[src/sv/rtbp_pkg.sv]
`default_nettype none
package rtbp_pkg;

    localparam int unsigned FIFO_DEPTH_DEF = 4;

    localparam logic [8:0] RED_W_RST   = 9'd77;
    localparam logic [8:0] GREEN_W_RST = 9'd150;
    localparam logic [8:0] BLUE_W_RST  = 9'd29;
    localparam logic [7:0] THRESH_RST  = 8'd46;
    localparam logic [7:0] FULL_SCALE  = 8'hFF;

    typedef enum logic [2:0] {
        CFG_RED_W   = 3'd0,
        CFG_GREEN_W = 3'd1,
        CFG_BLUE_W  = 3'd2,
        CFG_THRESH  = 3'd3
    } t_cfg_idx;

    typedef struct packed {
        logic       func;
        logic [7:0] red;
        logic [7:0] green;
        logic [7:0] blue;
        logic [7:0] alpha;
        logic       dest_bit;
        logic       last_pixel;
    } t_in_item;

    typedef struct packed {
        logic [7:0] packed_byte;
        logic [3:0] valid_pixels;
        logic       end_of_run;
    } t_out_item;

    // classified pixel handed from front to packer
    typedef struct packed {
        logic pix_bit;
        logic last;
    } t_cls;

    typedef struct packed {
        logic [8:0] red_w;
        logic [8:0] green_w;
        logic [8:0] blue_w;
        logic [7:0] thresh;
    } t_cfg;

endpackage
`default_nettype wire

[src/sv/rtbp_front.sv]
`default_nettype none
module rtbp_front
    import rtbp_pkg::*;
(
    input  wire logic     i_clk,
    input  wire logic     i_rst_n,
    input  wire t_cfg     i_cfg,
    input  wire logic     i_valid,
    output logic          o_ready,
    input  wire t_in_item i_item,
    output logic          o_push,
    input  wire logic     i_q_ready,
    output t_cls          o_cls
);

    logic en;

    // stage 1: weighted products
    logic        r_v1;
    logic [16:0] r_pr1, r_pg1, r_pb1;
    logic        r_plain1, r_clear1, r_dest1, r_last1;
    logic [7:0]  r_alpha1;

    // stage 2: luma, saturation, plain threshold
    logic        r_v2;
    logic [7:0]  r_gray2;
    logic        r_ge2;
    logic        r_plain2, r_clear2, r_dest2, r_last2;
    logic [7:0]  r_alpha2;

    // stage 3: blend sum
    logic        r_v3;
    logic [15:0] r_mix3;
    logic        r_ge3, r_plain3, r_clear3, r_dest3, r_last3;

    logic [18:0] n_sum;
    logic [7:0]  n_gray;
    logic [7:0]  n_inv;
    logic [15:0] n_dterm;
    logic [15:0] n_mix;
    logic [15:0] thr255;

    assign en      = !r_v3 || i_q_ready;
    assign o_ready = en;
    assign o_push  = r_v3 && i_q_ready;

    always_comb begin
        n_sum   = 19'(r_pr1) + 19'(r_pg1) + 19'(r_pb1);
        n_gray  = (n_sum[18:16] != 3'd0) ? FULL_SCALE : n_sum[15:8];
        n_inv   = FULL_SCALE - r_alpha2;
        // 255 * (255 - alpha) when the destination bit is set
        n_dterm = r_dest2 ? ({n_inv, 8'd0} - 16'(n_inv)) : 16'd0;
        n_mix   = 16'(r_gray2 * r_alpha2) + n_dterm;
        // floor(mix/255) >= t  <=>  mix >= 255*t
        thr255  = {i_cfg.thresh, 8'd0} - 16'(i_cfg.thresh);
    end

    always_comb begin
        o_cls.last = r_last3;
        if (r_plain3) begin
            o_cls.pix_bit = r_ge3;
        end else if (r_clear3) begin
            o_cls.pix_bit = r_dest3;
        end else begin
            o_cls.pix_bit = (r_mix3 >= thr255);
        end
    end

    always_ff @(posedge i_clk) begin
        if (!i_rst_n) begin
            r_v1 <= 1'b0;
            r_v2 <= 1'b0;
            r_v3 <= 1'b0;
        end else if (en) begin
            r_v1 <= i_valid;
            r_v2 <= r_v1;
            r_v3 <= r_v2;
        end
    end

    always_ff @(posedge i_clk) begin
        if (en) begin
            r_pr1    <= i_item.red * i_cfg.red_w;
            r_pg1    <= i_item.green * i_cfg.green_w;
            r_pb1    <= i_item.blue * i_cfg.blue_w;
            r_plain1 <= !i_item.func || (i_item.alpha == FULL_SCALE);
            r_clear1 <= (i_item.alpha == 8'd0);
            r_dest1  <= i_item.dest_bit;
            r_last1  <= i_item.last_pixel;
            r_alpha1 <= i_item.alpha;

            r_gray2  <= n_gray;
            r_ge2    <= (n_gray >= i_cfg.thresh);
            r_plain2 <= r_plain1;
            r_clear2 <= r_clear1;
            r_dest2  <= r_dest1;
            r_last2  <= r_last1;
            r_alpha2 <= r_alpha1;

            r_mix3   <= n_mix;
            r_ge3    <= r_ge2;
            r_plain3 <= r_plain2;
            r_clear3 <= r_clear2;
            r_dest3  <= r_dest2;
            r_last3  <= r_last2;
        end
    end

`ifndef SYNTHESIS
    a_stall_holds: assert property (@(posedge i_clk) disable iff (!i_rst_n)
        (r_v3 && !i_q_ready) |=> (r_v3 && $stable(o_cls)))
        else $error("front output changed while stalled");
    a_ready_when_empty: assert property (@(posedge i_clk) disable iff (!i_rst_n)
        !r_v3 |-> o_ready)
        else $error("front not ready with empty output stage");
    a_push_has_item: assert property (@(posedge i_clk) disable iff (!i_rst_n)
        o_push |-> r_v3)
        else $error("push without item");
`endif

endmodule
`default_nettype wire

[src/sv/rtbp_fifo.sv]
`default_nettype none
module rtbp_fifo
    import rtbp_pkg::*;
#(
    parameter int unsigned DEPTH = FIFO_DEPTH_DEF
) (
    input  wire logic i_clk,
    input  wire logic i_rst_n,
    input  wire logic i_push,
    input  wire t_cls i_data,
    output logic      o_ready,
    output logic      o_valid,
    output t_cls      o_data,
    input  wire logic i_pop
);

    localparam int unsigned AW = (DEPTH > 1) ? $clog2(DEPTH) : 1;
    localparam int unsigned CW = $clog2(DEPTH + 1);

    t_cls          r_mem [DEPTH];
    logic [AW-1:0] r_wr, r_rd;
    logic [CW-1:0] r_count;
    logic          do_push, do_pop;

    assign o_ready = (r_count != CW'(DEPTH));
    assign o_valid = (r_count != '0);
    assign o_data  = r_mem[r_rd];
    assign do_push = i_push && o_ready;
    assign do_pop  = i_pop && o_valid;

    always_ff @(posedge i_clk) begin
        if (do_push) begin
            r_mem[r_wr] <= i_data;
        end
    end

    always_ff @(posedge i_clk) begin
        if (!i_rst_n) begin
            r_wr    <= '0;
            r_rd    <= '0;
            r_count <= '0;
        end else begin
            if (do_push) begin
                r_wr <= (r_wr == AW'(DEPTH - 1)) ? '0 : r_wr + 1'b1;
            end
            if (do_pop) begin
                r_rd <= (r_rd == AW'(DEPTH - 1)) ? '0 : r_rd + 1'b1;
            end
            if (do_push && !do_pop) begin
                r_count <= r_count + 1'b1;
            end else if (do_pop && !do_push) begin
                r_count <= r_count - 1'b1;
            end
        end
    end

`ifndef SYNTHESIS
    a_count_bound: assert property (@(posedge i_clk) disable iff (!i_rst_n)
        r_count <= CW'(DEPTH))
        else $error("queue count over depth");
    a_no_overflow: assert property (@(posedge i_clk) disable iff (!i_rst_n)
        i_push |-> o_ready)
        else $error("push into full queue");
    a_no_underflow: assert property (@(posedge i_clk) disable iff (!i_rst_n)
        i_pop |-> o_valid)
        else $error("pop from empty queue");
`endif

endmodule
`default_nettype wire

[src/sv/rtbp_packer.sv]
`default_nettype none
module rtbp_packer
    import rtbp_pkg::*;
(
    input  wire logic i_clk,
    input  wire logic i_rst_n,
    input  wire logic i_valid,
    output logic      o_pop,
    input  wire t_cls i_cls,
    output logic      o_valid,
    input  wire logic i_ready,
    output t_out_item o_item
);

    logic [7:0] r_acc, n_acc;
    logic [2:0] r_pos;
    logic       r_out_v;
    t_out_item  r_out;
    logic       emit;

    assign o_pop   = i_valid && (!r_out_v || i_ready);
    assign o_valid = r_out_v;
    assign o_item  = r_out;

    always_comb begin
        n_acc = r_acc | (8'(i_cls.pix_bit) << (3'd7 - r_pos));
        emit  = (r_pos == 3'd7) || i_cls.last;
    end

    always_ff @(posedge i_clk) begin
        if (!i_rst_n) begin
            r_acc   <= '0;
            r_pos   <= '0;
            r_out_v <= 1'b0;
        end else begin
            if (o_pop) begin
                if (emit) begin
                    r_acc   <= '0;
                    r_pos   <= '0;
                    r_out_v <= 1'b1;
                end else begin
                    r_acc <= n_acc;
                    r_pos <= r_pos + 3'd1;
                    if (i_ready) begin
                        r_out_v <= 1'b0;
                    end
                end
            end else if (i_ready) begin
                r_out_v <= 1'b0;
            end
        end
    end

    always_ff @(posedge i_clk) begin
        if (o_pop && emit) begin
            r_out.packed_byte  <= n_acc;
            r_out.valid_pixels <= 4'({1'b0, r_pos} + 4'd1);
            r_out.end_of_run   <= i_cls.last;
        end
    end

`ifndef SYNTHESIS
    a_count_range: assert property (@(posedge i_clk) disable iff (!i_rst_n)
        o_valid |-> (o_item.valid_pixels != 4'd0 && o_item.valid_pixels <= 4'd8))
        else $error("pixel count out of range");
    a_short_needs_end: assert property (@(posedge i_clk) disable iff (!i_rst_n)
        (o_valid && !o_item.end_of_run) |-> (o_item.valid_pixels == 4'd8))
        else $error("short byte without end of run");
    a_pad_zero: assert property (@(posedge i_clk) disable iff (!i_rst_n)
        o_valid |-> ((o_item.packed_byte & (8'hFF >> o_item.valid_pixels)) == 8'd0))
        else $error("padding bits not clear");
`endif

endmodule
`default_nettype wire

[src/sv/rgba_to_bilevel_packer_core.sv]
`default_nettype none
// Path: after the pixel closing a byte is accepted, the byte travels to o_out_valid
//   through three math stages, the queue and the output register.
// Throughput: one pixel per cycle unless stalled; the 8x9 weight multipliers and
//   blend multiplier are pipelined; at most one byte per cycle leaves the packer.
// Reset (i_rst_n low, synchronous): pipeline, queue and packer empty, weights
//   77/150/29, threshold 46.
module rgba_to_bilevel_packer_core
    import rtbp_pkg::*;
#(
    parameter int unsigned FIFO_DEPTH = FIFO_DEPTH_DEF
) (
    input  wire logic       i_clk,
    input  wire logic       i_rst_n,
    // pixel items in
    input  wire logic       i_in_valid,
    output logic            o_in_ready,
    input  wire t_in_item   i_in_item,
    // packed bytes out
    output logic            o_out_valid,
    input  wire logic       i_out_ready,
    output t_out_item       o_out_item,
    // register writes
    input  wire logic       i_cfg_valid,
    output logic            o_cfg_ready,
    input  wire logic [2:0] i_cfg_index,
    input  wire logic [8:0] i_cfg_data
);

    // Configuration registers; writes to unknown indexes are dropped.
    t_cfg r_cfg;

    assign o_cfg_ready = 1'b1;

    always_ff @(posedge i_clk) begin
        if (!i_rst_n) begin
            r_cfg.red_w   <= RED_W_RST;
            r_cfg.green_w <= GREEN_W_RST;
            r_cfg.blue_w  <= BLUE_W_RST;
            r_cfg.thresh  <= THRESH_RST;
        end else if (i_cfg_valid) begin
            case (i_cfg_index)
                CFG_RED_W:   r_cfg.red_w   <= i_cfg_data;
                CFG_GREEN_W: r_cfg.green_w <= i_cfg_data;
                CFG_BLUE_W:  r_cfg.blue_w  <= i_cfg_data;
                CFG_THRESH:  r_cfg.thresh  <= i_cfg_data[7:0];
                default: begin
                end
            endcase
        end
    end

    // Front: luma, alpha blend and threshold, one bit per pixel.
    logic q_ready, f_push;
    t_cls f_cls;

    rtbp_front u_front (
        .i_clk     (i_clk),
        .i_rst_n   (i_rst_n),
        .i_cfg     (r_cfg),
        .i_valid   (i_in_valid),
        .o_ready   (o_in_ready),
        .i_item    (i_in_item),
        .o_push    (f_push),
        .i_q_ready (q_ready),
        .o_cls     (f_cls)
    );

    // Short queue decouples the math pipe from the serial packer.
    logic q_valid, q_pop;
    t_cls q_cls;

    rtbp_fifo #(
        .DEPTH (FIFO_DEPTH)
    ) u_fifo (
        .i_clk   (i_clk),
        .i_rst_n (i_rst_n),
        .i_push  (f_push),
        .i_data  (f_cls),
        .o_ready (q_ready),
        .o_valid (q_valid),
        .o_data  (q_cls),
        .i_pop   (q_pop)
    );

    // Back: MSB-first packing into bytes, registered output.
    rtbp_packer u_packer (
        .i_clk   (i_clk),
        .i_rst_n (i_rst_n),
        .i_valid (q_valid),
        .o_pop   (q_pop),
        .i_cls   (q_cls),
        .o_valid (o_out_valid),
        .i_ready (i_out_ready),
        .o_item  (o_out_item)
    );

endmodule
`default_nettype wire
[config.mk]
export PLATFORM = sky130hd
export DESIGN_NAME = rgba_to_bilevel_packer_core
export DESIGN_NICKNAME = d
export VERILOG_FILES = /design/src/sv/rtbp_pkg.sv /design/src/sv/rtbp_front.sv /design/src/sv/rtbp_fifo.sv /design/src/sv/rtbp_packer.sv /design/src/sv/rgba_to_bilevel_packer_core.sv
export SDC_FILE = /design/constraint.sdc
export NUM_CORES = 1
export LEC_CHECK = 0
export ABC_AREA = 1
export BUFFER_PORTS_ARGS = -buffer_cell sky130_fd_sc_hd__buf_2
export CAP_MARGIN = 5
export CELL_PAD_IN_SITES_DETAIL_PLACEMENT = 1
export CELL_PAD_IN_SITES_GLOBAL_PLACEMENT = 1
export CORE_AREA = 2 2 178 224
export DETAILED_ROUTE_END_ITERATION = 10
export DIE_AREA = 0 0 180 226
export PLACE_DENSITY_LB_ADDON = 0.1
export SETUP_SLACK_MARGIN = 0.1
export SLEW_MARGIN = 10
export SYNTH_ARGS = -nofsm -noshare
export SYNTH_HDL_FRONTEND = slang
export SYNTH_SLANG_ARGS = --single-unit
[constraint.sdc]
create_clock -name i_clk -period 5.3 [get_ports i_clk]
set_input_delay 0.265 -clock i_clk [delete_from_list [all_inputs] [get_ports i_clk]]
set_output_delay 0.265 -clock i_clk [all_outputs]
set_load 0.01 [all_outputs]
* Word-level counts from Yosys, hierarchy flattened
Memory sizes are Yosys's and may differ from the RTL's. A register that Yosys moved wholly into a read port is not among the register bits. Cells that the tools add are included.
Cells by class: bitwise logic cells 1, shift operators 1, add/sub/neg operators 13, multipliers 4, magnitude comparators 2, reductions and logical operators 25, muxes and demuxes 17, equality and inequality tests 8
Operator list (count):
- 8-bit by 9-bit multiplier with 17-bit output | 3
- 16-bit by 8-bit subtractor with 16-bit output | 2
- 19-bit by 17-bit adder with 19-bit output | 1
- 17-bit by 17-bit adder with 18-bit output | 1
- 16-bit adder | 1
- 16-bit >= comparator | 1
- 8-bit by 8-bit multiplier with 16-bit output | 1
- 16-bit two-way mux | 1
- 8-bit two-way mux | 2
- 3-bit two-way mux | 3
- 8-bit == test, second input constant | 1
- 8-bit >= comparator | 1
- 8-bit logical NOT | 1
- 2-bit two-way mux | 4
- 8-bit OR | 1
- 2-bit AND reduction | 4
- 1-bit by 3-bit << shifter with 8-bit output | 1
- 8-bit subtractor, first input constant | 1
- 1-bit logical AND | 7
- 1-bit two-way mux | 7
- 3-bit by 1-bit adder with 3-bit output, second input constant | 2
- 3-bit by 2-bit == test with 1-bit output, second input constant | 2
- 3-bit nonzero test | 2
- 1-bit logical NOT | 5
- 11 further kinds | 16
Word-level totals: output and inout bits 16, register bits after elaboration 175, memories 1, bits in writable memories 8, bits of input ports 52, word-level logic and storage cells 109
Memories:
- u_fifo.r_mem | words 4, bits a word 2, rd ports 1, clocked after memory_dff 1, wr ports 1, line rtbp_fifo.sv:20 | t_cls r_mem [DEPTH];

* Longest topological paths before layout
depth in word-level cells 7, mapped depth 26, gate-level depth less buffers 26

* Cells and area by module
From an unflattened synthesis, not the netlist that was laid out.
Unflattened totals: cell total of the unflattened synthesis 2322, area total of the unflattened synthesis 18825.6 µm²
By module, submodules not included:
- rtbp_front | area an instance 15610.0 µm², cells an instance 1933, sequential area each 3213.1 µm², instances 1
- rgba_to_bilevel_packer_core | area an instance 1383.8 µm², cells an instance 197, sequential area each 700.7 µm², instances 1
- rtbp_packer | area an instance 1022.2 µm², cells an instance 103, sequential area each 630.6 µm², instances 1
- rtbp_fifo | area an instance 809.5 µm², cells an instance 89, sequential area each 420.4 µm², instances 1

* Least setup slack after synthesis
Ideal clock, no wire load.
kind register to register, start point register u_front.r_alpha2[1], end point register u_front.r_mix3[13], data pin, period minus slack after synthesis 4.558 ns, data required time 5.038 ns, stages on the path, launching flop included 20, library setup time 0.262 ns, slack 0.742 ns, data arrival time 4.296 ns, path through edfxtp_1 ha_1 nand2_1 nor2_1 inv_2 nor2_1 xor2_1 nand2_1 fa_1 fa_1 fa_1 fa_1 inv_1 ha_1 nand2_1 o21ai_1 a21oi_1 o21ai_1 a21oi_1 xor2_1
Between the ends: longest elaborated chain between the ends 4, elaborated cells between the ends (all ways) 5
RTL lines:
- start, declared | line rtbp_front.sv:29 | logic [7:0] r_alpha2;
- start signal, assigned | line rtbp_front.sv:98 | r_alpha2 <= r_alpha1;
- 8-bit subtractor | line rtbp_front.sv:50 | n_inv = FULL_SCALE - r_alpha2;
- 16-bit by 8-bit subtractor with 16-bit output | line rtbp_front.sv:52 | n_dterm = r_dest2 ? ({n_inv, 8'd0} - 16'(n_inv)) : 16'd0;
- 16-bit two-way mux | line rtbp_front.sv:52
- 16-bit adder (*) | line rtbp_front.sv:53 | n_mix = 16'(r_gray2 * r_alpha2) + n_dterm;
- via u_front.n_mix[13] | line rtbp_front.sv:40 | logic [15:0] n_mix;
- end signal, assigned | line rtbp_front.sv:100 | r_mix3 <= n_mix;
- end, declared | line rtbp_front.sv:33 | logic [15:0] r_mix3;
Mark *: on every way through the listed nets, which the timed path passes. The rest lies on a longest branch. A chain may end at the register's enable or synchronous reset.

* Final worst setup path
start point register u_front.r_alpha2[2], end point register u_front.r_mix3[12], data pin
Same word-level chain as after synthesis.

==> impl_metrics.tcl <==
set metrics [dict create \
    final_net_count 2718 \
    max_slew.worst_pin.slew_ns 0.846 \
    routed_via_density 5.17 \
    cts.reportedPaths.clkPinSlew_ns 0.07 \
    share_of_cells_above_drive_strength_1_pct 8.00 \
    status "complete, no violations" \
    grt_first_pass_wirelength_um 79400 \
    regToRegEndpoint "u_front.r_mix3[12]" \
    avgSynthCellArea_um2 8.31 \
    path_cells "buf_4 > nand2_1 > nor2_8 > nand3_2 > nor2_2 > inv_2 > nor2_2 > inv_1 > nand3_1 > fa_1 > inv_1 > fa_1 > fa_1 > fa_1 > ha_1 > a21o_1 > a21oi_1 > o21ai_1 > a21oi_1 > xor2_1" \
    dominant_cell_type_by_count_on_the_critical_path "sky130_fd_sc_hd__fa_1" \
    synth_top_cells_by_area "sky130_fd_sc_hd__edfxtp_1, sky130_fd_sc_hd__fa_1, sky130_fd_sc_hd__ha_1" \
    synth_area_leader_cell "sky130_fd_sc_hd__edfxtp_1" \
    via_count_of_the_first_global_routing_pass 16100 \
    maxClockFrequency_mhz 207 \
    dominantRegCellSynth "sky130_fd_sc_hd__edfxtp_1" \
    hold_path.class "input port to flop" \
    antenna_left 0 \
    initial_core_util_pct 48.4 \
    reg2regPathDepth 20 \
    crit_slowest_cell "sky130_fd_sc_hd__fa_1" \
    gr-total-overflow 0 \
    rsz0062_at_grt "no" \
    htree_num_levels 4 \
    antennaDiodeCount 0 \
    start_kind "flop" \
    grt_antenna_before_repair 0 \
    cpPeakStageDelay_ns 0.49 \
    cts_buffer_depth 2 \
    gpl.final_weighted_congestion 0.866 \
    final_max_slew_viol_count 0 \
    area.growth.synth_to_final_pct 7.25 \
    postSynthRegisterBits 185 \
    vias 14400 \
    worst_r2r_startpoint "u_front.r_alpha2[2]" \
    timing.max_cap.violations 0 \
    sum_of_buffers_and_inverters_on_the_critical_path 4 \
    placement.setup.worst_slack_ns 0.330 \
    count_of_endpoints_failing_hold_in_the_final_timing_report 0 \
    post_route_setup_slack_ns 0.463 \
    cts.sinks 185 \
    clk_latency_ns 0.46 \
    detailedRoute.firstPassIterationCount 6 \
    reg2reg_setup_slack_ns 0.46 \
    synth_edf_count 126 \
    critPathArrivalTime_ns 5.04 \
    total_die_area_um2 40700 \
    slew_headroom_pct 43.6 \
    overall_die_width_um 180 \
    ys_seq_area_share_pct 26.6 \
    ys_async_sr_fraction_pct 0 \
    timing.final.crit_share_pct 91.3 \
    postSynthCellCount 2249 \
    grtUsageTotal_pct 24.6 \
    port_buffers 66 \
    timing.critical_path.to_type "flop" \
    timing.critical_path.from "u_front.r_alpha2[2]" \
    drc 0 \
    grt_max_degree 59 \
    finClkSkew_ns 0.0137 \
    die_height_um 226 \
    cell_class_contributing_the_biggest_share_of_worst_path_delay "adder cells" \
    crit_path_max_fanout 10 \
    tns_ns 0 \
    number_of_rows_in_the_core_area 81 \
    netlist_area_um2 18700 \
    std_cell_core_area_um2 38600 \
    cts-buffers-inserted 17 \
    worstSetupEndpoint "u_front.r_mix3[12]" \
    detailedRoute.firstIterationViolations 572 \
    mappedNetlistNets 2692 \
    critical_path_class "flop to flop" \
    pin_count 68 \
    netlist-cell-type-count 52 \
    route.detailed.wl_per_inst_um 17.1 \
    clock_period_minus_worst_slack_ns 4.84 \
    cp_data_required_time_ns 5.50 \
    cts.root.buffer_cell "sky130_fd_sc_hd__clkbuf_16" \
    yosys.area.top_type_share_pct 20.2 \
    final.hold.worst_slack_ns 0.0256 \
    finalSetupViolCount 0 \
    detailed_place_hpwl_um 39100 \
    clock_tree_from_tritoncts "done" \
    worst-path-stages 20 \
    postRouteWirelength_um 47600 \
    ys.warnings.count 0 \
]
## layer usage
| metal | up-vias | track usage (%) | share of wire, % |
|---|---|---|---|
| met5 | - | 0 | 0 |
| met4 | 0 | 8.47 | 2.9 |
| met3 | 63 | 2.56 | 2.0 |
| met2 | 164 | 47.5 | 54 |
| met1 | 7173 | 28.1 | 41 |
| li1 | 6993 | - | - |
## registers in the layout, indices dropped and copies added, names as in the netlist, 13 cells and up, named ones only
signal           flops
u_front.r_pg1       17
u_front.r_mix3      16
u_front.r_pb1       17
u_packer.o_item     13
u_front.r_pr1       17
r_cfg               35
## layout make-up
| cell class | count | area [µm²] |
|---|---|---|
| fill | 4699 | 18600 |
| multi-input combinational | 1482 | 11600 |
| sequential | 185 | 4960 |
| inverter | 508 | 1910 |
| tap | 498 | 623 |
| timing repair buffer | 81 | 453 |
| clock buffer | 20 | 437 |
| clock inverter | 12 | 106 |
## synthesized netlist by cell type, types with 2 or more instances
library cell and instances:
sky130_fd_sc_hd__buf_4 2, sky130_fd_sc_hd__nor2_2 10, sky130_fd_sc_hd__a211oi_2 2, sky130_fd_sc_hd__conb_1 2
sky130_fd_sc_hd__nor3_2 4, sky130_fd_sc_hd__nand3_2 5, sky130_fd_sc_hd__nand2_4 2, sky130_fd_sc_hd__o21a_1 2
sky130_fd_sc_hd__xnor2_1 23, sky130_fd_sc_hd__nand2_2 11, sky130_fd_sc_hd__nor4_1 4, sky130_fd_sc_hd__xor2_1 56
sky130_fd_sc_hd__inv_2 14, sky130_fd_sc_hd__buf_2 3, sky130_fd_sc_hd__a21oi_1 113, sky130_fd_sc_hd__ha_1 213
sky130_fd_sc_hd__nand4_1 10, sky130_fd_sc_hd__nand2_1 515, sky130_fd_sc_hd__nor3_1 20, sky130_fd_sc_hd__a21oi_2 5
sky130_fd_sc_hd__fa_1 178, sky130_fd_sc_hd__o21ai_0 62, sky130_fd_sc_hd__a21oi_4 3, sky130_fd_sc_hd__o21ai_2 6
sky130_fd_sc_hd__o21bai_1 9, sky130_fd_sc_hd__nor2_1 112, sky130_fd_sc_hd__clkinv_1 3, sky130_fd_sc_hd__nand3b_1 5
sky130_fd_sc_hd__dfxtp_1 59, sky130_fd_sc_hd__a21o_1 11, sky130_fd_sc_hd__o31ai_1 2, sky130_fd_sc_hd__nand3_1 66
sky130_fd_sc_hd__edfxtp_1 126, sky130_fd_sc_hd__o21ai_1 15, sky130_fd_sc_hd__inv_1 490, sky130_fd_sc_hd__clkbuf_1 69
sky130_fd_sc_hd__or2_2 2
## kinds of logic after synthesis
logic type / share of synthesized area, %
other cells: 0.0402
fa+ha+maj: 33.3
compound gates: 7.29
simple gates: 17.4
buf+inv: 11.8
flops: 26.6
xor+xnor: 3.70
## placed cells by master, fill, tap and decap left out, drive strengths merged, types with 23 or more instances in the layout
cell	instances
nand2	528
a21oi	121
inv	514
fa	178
nor3	24
nor2	124
nand3	71
o21ai	83
edfxtp	126
dfxtp	59
xor2	56
buf	77
xnor2	23
ha	213
## through the flow
| stage | cell area, µm² | cells | utilization [%] |
|---|---|---|---|
| 6_report | 20100 | 2786 | 51.9 |
| 5_1_grt | 20100 | 2786 | 51.9 |
| 4_1_cts | 20000 | 2785 | 51.9 |
| 3_5_place_dp | 19400 | 2749 | 50.4 |
| 3_3_place_gp | 19400 | 2749 | 50.4 |
| 2_1_floorplan | 18700 | 2249 | - |
## timing repair
action                                  CTS  global route
resized for setup                         0             4
setup buffers                             0             1
endpoints found under the setup margin    0             3
hold endpoints to repair                  4             0
hold buffers                              4             0
## how the worst min path moves through the flow
| stage | startpoint | end | slack, ns | cells after the start |
|---|---|---|---|---|
| after CTS | i_in_item[9] | u_front.r_alpha1[7] | 0.004 | 1 |
| after global placement | u_front.r_plain2 | u_front.r_plain3 | 0.40 | 0 |
| after detailed placement | u_front.r_clear1 | u_front.r_clear2 | 0.42 | 0 |
| final | i_in_item[5] | u_front.r_alpha1[3] | 0.03 | 1 |
| after floorplan | i_in_item[2] | u_front.r_alpha1[0] | 0.36 | 0 |
| after global routing | i_in_item[5] | u_front.r_alpha1[3] | 0.01 | 1 |
Power is left out: the tool's default activity adds up to more than one toggle a clock period on the data nets, which glitch-free logic cannot reach.
